### config.mk
export PLATFORM = sky130hd
export DESIGN_NAME = dpq_fifo
export DESIGN_NICKNAME = d
export VERILOG_FILES = /design/src/hdl/dpq_pkg.sv /design/src/hdl/dpq_fifo.sv
export SDC_FILE = /design/constraint.sdc
export NUM_CORES = 1
export LEC_CHECK = 0
export BUFFER_PORTS_ARGS = -buffer_cell sky130_fd_sc_hd__buf_2
export CAP_MARGIN = 20
export CORE_MARGIN = 3
export CORE_UTILIZATION = 52
export DETAILED_ROUTE_END_ITERATION = 10
export HOLD_SLACK_MARGIN = 0.15
export PLACE_DENSITY = 0.9
export SYNTH_ARGS = -nofsm -noshare
export SYNTH_HDL_FRONTEND = slang
export SYNTH_SLANG_ARGS = --single-unit
### constraint.sdc
create_clock -name clk -period 3.7 [get_ports clk]
set_input_delay 0.555 -clock clk [delete_from_list [all_inputs] [get_ports clk]]
set_output_delay 0.555 -clock clk [all_outputs]
set_load 0.005 [all_outputs]
### src/hdl/dpq_pkg.sv
`default_nettype none
// ----------------------------------------------------------------------------
// dpq_pkg
// Widths, command and status codes and the job record that the front end
// passes to the back end.
// ----------------------------------------------------------------------------
package dpq_pkg;

  localparam int QUEUE_DEPTH = 64;
  localparam int COUNT_W     = $clog2(QUEUE_DEPTH + 1);
  localparam int TIME_W      = 48;
  localparam int HANDLE_W    = 32;
  localparam int TMO_W       = 24;
  localparam int CMD_W       = 2;
  localparam int STATUS_W    = 2;

  localparam logic [CMD_W-1:0] CMD_TICK = 2'd0;
  localparam logic [CMD_W-1:0] CMD_PUSH = 2'd1;
  localparam logic [CMD_W-1:0] CMD_POP  = 2'd2;
  // unused code: no state change
  localparam logic [CMD_W-1:0] CMD_NOP  = 2'd3;

  localparam logic [STATUS_W-1:0] ST_OK      = 2'd0;
  localparam logic [STATUS_W-1:0] ST_EMPTY   = 2'd1;
  localparam logic [STATUS_W-1:0] ST_NOT_DUE = 2'd2;
  localparam logic [STATUS_W-1:0] ST_FULL    = 2'd3;

  // stamp: deadline for a push, current time for a pop
  typedef struct packed {
    logic [CMD_W-1:0]    cmd;
    logic [HANDLE_W-1:0] handle;
    logic [TIME_W-1:0]   stamp;
  } job_t;

endpackage
`default_nettype wire

### src/hdl/dpq_fifo.sv
`default_nettype none
// ----------------------------------------------------------------------------
// dpq_fifo
// Two-entry job queue between front and back end.
// ----------------------------------------------------------------------------
module dpq_fifo (
  input  wire           clk,
  input  wire           rst_n,
  input  dpq_pkg::job_t wr_job,
  input  wire           wr_valid,
  output logic          wr_ready,
  output dpq_pkg::job_t rd_job,
  output logic          rd_valid,
  input  wire           rd_ready
);
  import dpq_pkg::*;

  job_t       mem_r [2];
  logic       wp_r, rp_r;
  logic [1:0] cnt_r, cnt_nxt;
  logic       wr, rd;

  assign wr_ready = cnt_r != 2'd2;
  assign rd_valid = cnt_r != 2'd0;
  assign rd_job   = mem_r[rp_r];
  assign wr       = wr_valid & wr_ready;
  assign rd       = rd_valid & rd_ready;

  always_comb begin
    cnt_nxt = cnt_r;
    if (wr && !rd) begin
      cnt_nxt = cnt_r + 2'd1;
    end else if (rd && !wr) begin
      cnt_nxt = cnt_r - 2'd1;
    end
  end

  always_ff @(posedge clk) begin
    if (!rst_n) begin
      wp_r  <= 1'b0;
      rp_r  <= 1'b0;
      cnt_r <= '0;
    end else begin
      if (wr) wp_r <= ~wp_r;
      if (rd) rp_r <= ~rp_r;
      cnt_r <= cnt_nxt;
    end
  end

  always_ff @(posedge clk) begin
    if (wr) mem_r[wp_r] <= wr_job;
  end

endmodule
`default_nettype wire

==> results.toml <==
[status]
status = "completed"

[cts]
cts_tree = "done"
clk_latency_ns = 0.41
cts_buffers = 17
cts_sinks = 169
clock-root-buffer = "clkbuf_16"
htreeDepth = 4
clk_pin_slew_worst_paths_ns = 0.06
clockBufferDepth = 2
cts_setup_buffers = 0
hold_buffers = 0
ctsResizeCount = 0

[logic_synthesis]
synth-simple-area-share_pct = 1.06
synth_cell_types = 20
syn_nets = 366
yosys_register_bits = 169
synth_area_per_cell_um2 = 22.1
synth_fa_ha_area_share_pct = 0.203
synthCells = 279
syn_area_um2 = 6160
synth_compound_area_share_pct = 0.569
synth_top_family_by_area = "multiplexers"
synth_warnings = 0
ys_seq_area_share_pct = 81.6
muxShareOfSynthArea_pct = 15.0
synth_xor_xnor_area_share_pct = 0.427

[pwr]
p_comb_share_pct = 19.1
clkPwrFrac_pct = 31.4
internal_power_w = 0.00398
switching_share_pct = 23.7
pwr-share-seq_pct = 49.4
power_density_nw_per_um2 = 676
max-vdd-ir-drop_mv = 0.397
p_leak_nw = 2.88
p_switching_w = 0.00123

[final_layout]
antenna_cells = 0
nets = 547
mostFrequentLayoutCells = "169 x buf_2, 164 x edfxtp_1, 82 x mux2_2"
nFillCells = 795
fin_area_um2 = 7710
drive_gt1_share_pct = 59.6
final_common_cell = "buf_2"
area_growth_pct = 25.3

[setup_path]
endpoint_kind = "output port"
crit_chain = "mux2_2 > buf_2"
crit_arrival_ns = 2.09
start_kind = "flip-flop"
max_stage_delay_ns = 1.04
critical_path_required_ns = 3.14
critPathMaxFanout = 82
critical_path_class = "flip-flop to output port"
critPathSlowestCell = "dfxtp_4"

[sta]
finalHoldViolCount = 0
slew_violations = 0
setup_viol = 0
setup_ws_ns = 1.06
min_period_ns = 2.64
skew_ns = 0.00593
max_slew_margin_pct = 29.2
final.setup.tns_ns = 0
fmax_ghz = 0.378
worst_slew_pin_slew_ns = 1.06
finalCritPeriodShare_pct = 71.5
rsz0062_at_grt = "no"

[global_route]
grt_pass1_vias = 3338
grt_pass1_wl_um = 16900
antenna_found_initial = 1
grt.total_usage_pct = 17.4
grt_max_degree = 83
grt.overflow.total = 0

[drt]
vias = 3118
drtPass1Iterations = 4
wl_per_cell_um = 17.7
viasPerCell = 5.06
ant_nets = 0
drc = 0
drtIter0Drc = 226
drt-total-wl_um = 10900

[place]
pre_cts_ws_ns = 1.47
place_congestion = 0.699
dp_hpwl_um = 7080
io_buffers = 169
dpl_cell_area_um2 = 7150

[die]
core_um2 = 11500
initial_core_util_pct = 53.5
pin_count = 170
num_rows = 39
die_w_um = 115
dieArea_um2 = 13200
fp.dieH_um = 115

[min_path]
hp-class = "input pin to flip-flop"

[flow_run]
drv_cap = 0
-- Yosys cell counts --
library cell | number | share of area [%]
nand3b_1 | 1 | 0.12
inv_1 | 1 | 0.061
dfxtp_1 | 5 | 1.6
buf_2 | 1 | 0.081
ha_1 | 1 | 0.20
mux2_2 | 82 | 15
or3_1 | 1 | 0.10
edfxtp_1 | 164 | 80
a21bo_2 | 1 | 0.16
or2_2 | 1 | 0.10
o21ai_1 | 1 | 0.081
buf_4 | 8 | 0.98
and3_1 | 1 | 0.10
a21boi_1 | 1 | 0.12
xor2_1 | 1 | 0.14
a21boi_0 | 1 | 0.12
xnor2_1 | 2 | 0.28
o21ai_0 | 1 | 0.081
and2_1 | 4 | 0.41
nand2b_4 | 1 | 0.22
-- final cells by class --
class / instances / area (um^2) / area share [%]
flip-flops and latches: 169 / 5030 / 65.2
clock buffers: 27 / 473 / 6.13
clock inverters: 5 / 75.1 / 0.973
well taps: 143 / 179 / 2.32
multi-input cells: 100 / 1070 / 13.8
repair buffers: 171 / 886 / 11.5
inverters: 1 / 5.00 / 0.0649
-- stage by stage --
stage	power, W	instances	util (%)	hold WS, ns
3_3_place_gp	0.00359	583	62.0	0.525
4_1_cts	0.00529	615	66.8	0.299
3_5_place_dp	0.00364	583	62.0	0.580
5_1_grt	0.00546	616	67.0	0.299
2_1_floorplan	0.00318	279	-	0.512
6_report	0.00522	616	67.0	0.323
-- state kept, by name, indices dropped and copies added (netlist names), named ones only --
signal	count
cnt_r	2
mem_r	164
rp_r	1
wp_r	1
-- routing by layer --
layer	routed length [um]	global-route usage [%]	vias up
met5	13	0	-
met1	4200	19.4	1511
li1	-	-	1468
met2	5690	30.0	116
met4	199	7.36	2
met3	793	6.79	21
-- kinds of logic (layout without fill, tap and decap cells) --
group                    count (synthesis)  after routing
AO/OA/AOI/OAI                            5              5
flip-flops                             169            169
XOR/XNOR                                 3              3
multiplexers                            82             82
AND/OR/NAND/NOR                          9              9
buffers and inverters                   10            204
adder cells (fa/ha/maj)                  1              1
-- power by group through the flow --
stage	registers (W)	clock network, W	logic, W
CTS	0.00259	0.00168	0.00102
global placement	0.00261	0	0.000988
global route	0.00261	0.00176	0.00109
floorplan	0.00249	0	0.000695
finish	0.00258	0.00164	0.000998
detailed placement	0.00263	0	0.00101
-- critical path: cells and delay by family (launching register included) --
kind	cells	cell delay, ns
buf+inv	1	0.13
flops	1	1.04
mux	1	0.44
-- final timing paths --
check                   startpoint                      to  slack (ns)  depth (start not counted)
max                      flip-flop              rd_job[13]        1.06                          2
min                      wr_job[0]   mem_r[0][0]$_DFFE_PP_        0.32                          1
max reg2reg  cnt_r[1]$_SDFFE_PN0P_  mem_r[0][45]$_DFFE_PP_        1.77                          4
min reg2reg      rp_r$_SDFFE_PN0P_               flip-flop        0.59                          2
Power figures use the tool's default switching activity.
