`config.mk`:
```
export PLATFORM = sky130hd
export DESIGN_NAME = dpq_front_flat
export DESIGN_NICKNAME = d
export VERILOG_FILES = /design/src/hdl/dpq_pkg.sv /design/src/hdl/dpq_if.sv /design/src/hdl/dpq_front.sv /design/src/flat_wrapper.sv
export SDC_FILE = /design/constraint.sdc
export NUM_CORES = 1
export LEC_CHECK = 0
export ABC_AREA = 1
export BUFFER_PORTS_ARGS = -buffer_cell sky130_fd_sc_hd__buf_2
export CAP_MARGIN = 15
export CORE_ASPECT_RATIO = 1.4
export CORE_MARGIN = 4
export CORE_UTILIZATION = 40
export CTS_CLUSTER_DIAMETER = 30
export CTS_CLUSTER_SIZE = 30
export DETAILED_ROUTE_END_ITERATION = 12
export GPL_TIMING_DRIVEN = 0
export HOLD_SLACK_MARGIN = 0.03
export PLACE_DENSITY = 0.73
export SKIP_CTS_REPAIR_TIMING = 1
export SLEW_MARGIN = 5
export SYNTH_ARGS = -nofsm -noshare
export SYNTH_HDL_FRONTEND = slang
export SYNTH_SLANG_ARGS = --single-unit
export TNS_END_PERCENT = 10
```
`constraint.sdc`:
```
create_clock -name clk -period 3 [get_ports clk]
set_clock_uncertainty 0.2 [all_clocks]
set_input_delay 0.6 -clock clk [delete_from_list [all_inputs] [get_ports clk]]
set_output_delay 0.6 -clock clk [all_outputs]
set_load 0.005 [all_outputs]
```
`src/hdl/dpq_pkg.sv`:
```
`default_nettype none
// ----------------------------------------------------------------------------
// dpq_pkg
// Widths, command and status codes and the job record that the front end
// passes to the back end.
// ----------------------------------------------------------------------------
package dpq_pkg;

  localparam int QUEUE_DEPTH = 64;
  localparam int COUNT_W     = $clog2(QUEUE_DEPTH + 1);
  localparam int TIME_W      = 48;
  localparam int HANDLE_W    = 32;
  localparam int TMO_W       = 24;
  localparam int CMD_W       = 2;
  localparam int STATUS_W    = 2;

  localparam logic [CMD_W-1:0] CMD_TICK = 2'd0;
  localparam logic [CMD_W-1:0] CMD_PUSH = 2'd1;
  localparam logic [CMD_W-1:0] CMD_POP  = 2'd2;
  // unused code: no state change
  localparam logic [CMD_W-1:0] CMD_NOP  = 2'd3;

  localparam logic [STATUS_W-1:0] ST_OK      = 2'd0;
  localparam logic [STATUS_W-1:0] ST_EMPTY   = 2'd1;
  localparam logic [STATUS_W-1:0] ST_NOT_DUE = 2'd2;
  localparam logic [STATUS_W-1:0] ST_FULL    = 2'd3;

  // stamp: deadline for a push, current time for a pop
  typedef struct packed {
    logic [CMD_W-1:0]    cmd;
    logic [HANDLE_W-1:0] handle;
    logic [TIME_W-1:0]   stamp;
  } job_t;

endpackage
`default_nettype wire

```
`src/hdl/dpq_if.sv`:
```
`default_nettype none
// ----------------------------------------------------------------------------
// dpq_if
// Request and result channels of the deadline queue.
// ----------------------------------------------------------------------------
interface dpq_in_if;
  logic                        valid;
  logic                        ready;
  logic [dpq_pkg::CMD_W-1:0]    cmd;
  logic [dpq_pkg::HANDLE_W-1:0] handle;
  logic [dpq_pkg::TMO_W-1:0]    timeout_ms;
  modport source (output valid, cmd, handle, timeout_ms, input ready);
  modport sink (input valid, cmd, handle, timeout_ms, output ready);
endinterface

`default_nettype wire

```
`src/hdl/dpq_front.sv`:
```
`default_nettype none
// ----------------------------------------------------------------------------
// dpq_front
// Accepts requests, keeps the millisecond clock and turns each request into
// a job with its deadline or its time of pop already worked out.
// ----------------------------------------------------------------------------
module dpq_front (
  input  wire              clk,
  input  wire              rst_n,
  dpq_in_if.sink           in_ch,
  output dpq_pkg::job_t    job,
  output logic             job_valid,
  input  wire              job_ready
);
  import dpq_pkg::*;

  logic [TIME_W-1:0] now_r, now_nxt;
  logic [TIME_W:0]   sum;
  logic              take;

  assign in_ch.ready = job_ready;
  assign job_valid   = in_ch.valid;
  assign take        = in_ch.valid & job_ready;
  assign sum         = {1'b0, now_r} + {{(TIME_W + 1 - TMO_W){1'b0}}, in_ch.timeout_ms};

  always_comb begin
    job.cmd    = in_ch.cmd;
    job.handle = in_ch.handle;
    if (in_ch.cmd == CMD_PUSH) begin
      job.stamp = sum[TIME_W] ? {TIME_W{1'b1}} : sum[TIME_W-1:0];
    end else begin
      job.stamp = now_r;
    end
  end

  always_comb begin
    now_nxt = now_r;
    if (take && in_ch.cmd == CMD_TICK && now_r != {TIME_W{1'b1}}) begin
      now_nxt = now_r + {{(TIME_W - 1){1'b0}}, 1'b1};
    end
  end

  always_ff @(posedge clk) begin
    if (!rst_n) begin
      now_r <= '0;
    end else begin
      now_r <= now_nxt;
    end
  end

endmodule
`default_nettype wire

```
`src/flat_wrapper.sv`:
```
// flat-port wrapper written by rule: the top's interface ports become plain ports
module dpq_front_flat import dpq_pkg::*;
  (clk, rst_n, job, job_valid, job_ready, in_ch_valid, in_ch_cmd, in_ch_handle, in_ch_timeout_ms, in_ch_ready);
  dpq_in_if in_ch_i ();
  input  wire clk;
  input  wire rst_n;
  output dpq_pkg::job_t job;
  output logic job_valid;
  input  wire job_ready;
  input wire logic [$bits(in_ch_i.valid)-1:0] in_ch_valid;
  input wire logic [$bits(in_ch_i.cmd)-1:0] in_ch_cmd;
  input wire logic [$bits(in_ch_i.handle)-1:0] in_ch_handle;
  input wire logic [$bits(in_ch_i.timeout_ms)-1:0] in_ch_timeout_ms;
  output wire logic [$bits(in_ch_i.ready)-1:0] in_ch_ready;
  assign in_ch_i.valid = in_ch_valid;
  assign in_ch_i.cmd = in_ch_cmd;
  assign in_ch_i.handle = in_ch_handle;
  assign in_ch_i.timeout_ms = in_ch_timeout_ms;
  assign in_ch_ready = in_ch_i.ready;
  dpq_front u_core (.clk(clk), .rst_n(rst_n), .in_ch(in_ch_i), .job(job), .job_valid(job_valid), .job_ready(job_ready));
endmodule
```
==> impl_metrics.ini <==
[setup_path]
critPathLaunchType = input pin
crit_chain = buf_6 > ha_4 > fa_2 > nand3_2 > nand3_4 > nand2_4 > nand2_4 > nand2_4 > nand3_4 > nand4_1 > buf_6 > buf_8 > nand3_2 > buf_2
crit_path_frequent_cell = nand2_4
crit_type = in2out
cp_max_fo = 5
endpoint_kind = output port
cp-startpoint = in_ch_timeout_ms[0]
reg2reg_from = u_core.now_r[0]
cp_slowest_cell = fa_2
slowest_delay_ns = 0.36
critical_path_arrival_ns = 2.45
required_ns = 2.20

[clocking]
numCtsBuffers = 5
cts_tree = yes
htreeDepth = 2
worstSkewPairLatency_ns = 0.30
cts.sinks = 48
cts.clk_slew.worst_paths_ns = 0.07
cts-root-buf = clkbuf_16
cts_buffer_depth = 2

[global_routing]
grt_max_degree = 17
grt_pass1_wl_mm = 37.3
gr-total-overflow = 0
grt.total_usage_pct = 25.3
grt_antenna_before_repair = 0
grt_pass1_vias = 7502

[routing]
wirelength_mm = 25.3
vias_per_cell = 5.30
drc = 0
first_pass_iters = 6
drt-initial-drc-count = 695
dr_total_vias = 8088
antenna_left = 0
wl_per_cell_um = 16.6

[yosys]
synth_warnings = 0
ys_ff_latch = 48
syn-num-nets = 1270
syn_area_sq_um = 6620
ys_types = 41
syn_inst = 1182
synth_seq_area_share_pct = 14.5
postSynthAreaPerCell_sq_um = 5.60

[timing]
slew_headroom_pct = 50.1
setup_violations = 48
hold_viol = 0
tightest_slew_ns = 0.745
fin_crit_sh_pct = 108
rsz0062_at_grt = yes
fmax_mhz = 308
maxSlewViolCount = 0
hold-worst-slack_ns = 0.296
fin_crit_ns = 3.25
setup_slack_ns = -0.247

[min_path]
hold_class = reg2reg
min_from = u_core.now_r[46]

[die]
die_w_um = 117
io-pin-count = 146
coreArea_sq_um = 16200
die-area_sq_um = 18700
rows = 55
die_y_um = 160
start_util_pct = 40.8

[cells_and_area]
final_cells = 1527
drive_above_1_share_pct = 30.7
layout_commonest_cell = nand2_1
top_regs = u_core.now_r x48
largest_reg_flops = 48
antenna_cells = 0
largest_register = u_core.now_r
syn2layout_area_growth_pct = 30.8
final_nets = 1415
final_cell_mix = nand2_1, inv_1, nor2_1

[placement]
placed_cells = 1494
port-buffer-count = 113
gp_congestion = 1.03
dp_hpwl_mm = 20.2

[outcome]
violations = setup timing
status = complete, but fails checks

[pwr]
powerDensity_nw_per_um2 = 182
ir_drop_mv = 0.198
cellLeakagePower_nw = 3.85

[job]
maxCapViolCount = 0
==> where the power goes <==
part	internal [mW]	switching (mW)	total [mW]
Combinational	0.166	0.201	0.367
Sequential	0.632	0.00213	0.634
Clock	0.311	0.266	0.577
Total	1.11	0.469	1.58
==> logic make-up after synthesis <==
family / synth area share (%)
AO/OA/AOI/OAI: 8.07
XOR/XNOR: 5.56
AND/OR/NAND/NOR: 52.0
buffers and inverters: 14.8
flip-flops: 14.5
adder cells (fa/ha/maj): 5.03
==> per-layer routing <==
layer  track usage (%)  up-vias  part of all wire, %
met1              27.4     3598                   37
met2              45.0      380                   49
met5                 0        -                    0
met3              2.46      113                  5.8
met4              17.3        0                  8.4
li1                  -     3997                    -
==> cell usage after synthesis (all sizes together) <==
library cell | n | area [sq um]
inv | 140 | 528
nor2 | 167 | 737
nand2 | 454 | 1790
a21boi | 1 | 7.51
o21bai | 5 | 41.3
nor4 | 2 | 12.5
nand3 | 88 | 463
clkbuf | 10 | 37.5
ha | 25 | 313
a21oi | 65 | 393
nor3 | 35 | 230
xnor2 | 11 | 96.3
xor2 | 31 | 272
buf | 49 | 412
nand4 | 26 | 163
a31oi | 6 | 37.5
clkinv | 1 | 3.75
nand3b | 5 | 37.5
or2 | 1 | 6.26
dfxtp | 48 | 961
fa | 1 | 20.0
o21ai | 11 | 55.1
==> final timing paths <==
check / endpoint / slack, ns / cells past startpoint
setup / recovery: job[29] / -0.25 / 14
hold / removal: u_core.now_r[46] / 0.30 / 2
setup reg to reg: u_core.now_r[24] / 0.28 / 12
hold reg to reg: u_core.now_r[46] / 0.30 / 2
==> stage by stage <==
stage          area, sq um  setup TNS [ns]  setup WS [ns]  util, %  total power [mW]
2_1_floorplan         6660               0        0.00245        -             0.847
3_3_place_gp          7470          -20.47         -0.517     46.0             0.958
3_5_place_dp          7470          -22.22         -0.567     46.0             0.961
4_1_cts               7620          -23.83         -0.619     46.9              1.54
5_1_grt               8650          -11.12         -0.300     53.3              1.65
6_report              8650           -8.02         -0.247     53.3              1.58
==> final cells by class <==
type                    instances  area, sq um
clock buffers                   5          125
repair buffers                137          821
fillers                      1629         7590
inverters                     141          532
well taps                     199          249
clock inverters                 3         23.8
flip-flops and latches         48         1000
plain buffers                  59          467
multi-input cells             935         5430
==> critical path: cells and delay by family <==
kind,cells,cell delay (ns)
buffers and inverters,4,0.51
adder cells (fa/ha/maj),2,0.51
AND/OR/NAND/NOR,8,0.80
No activity file was read; power rests on OpenSTA's default activity.
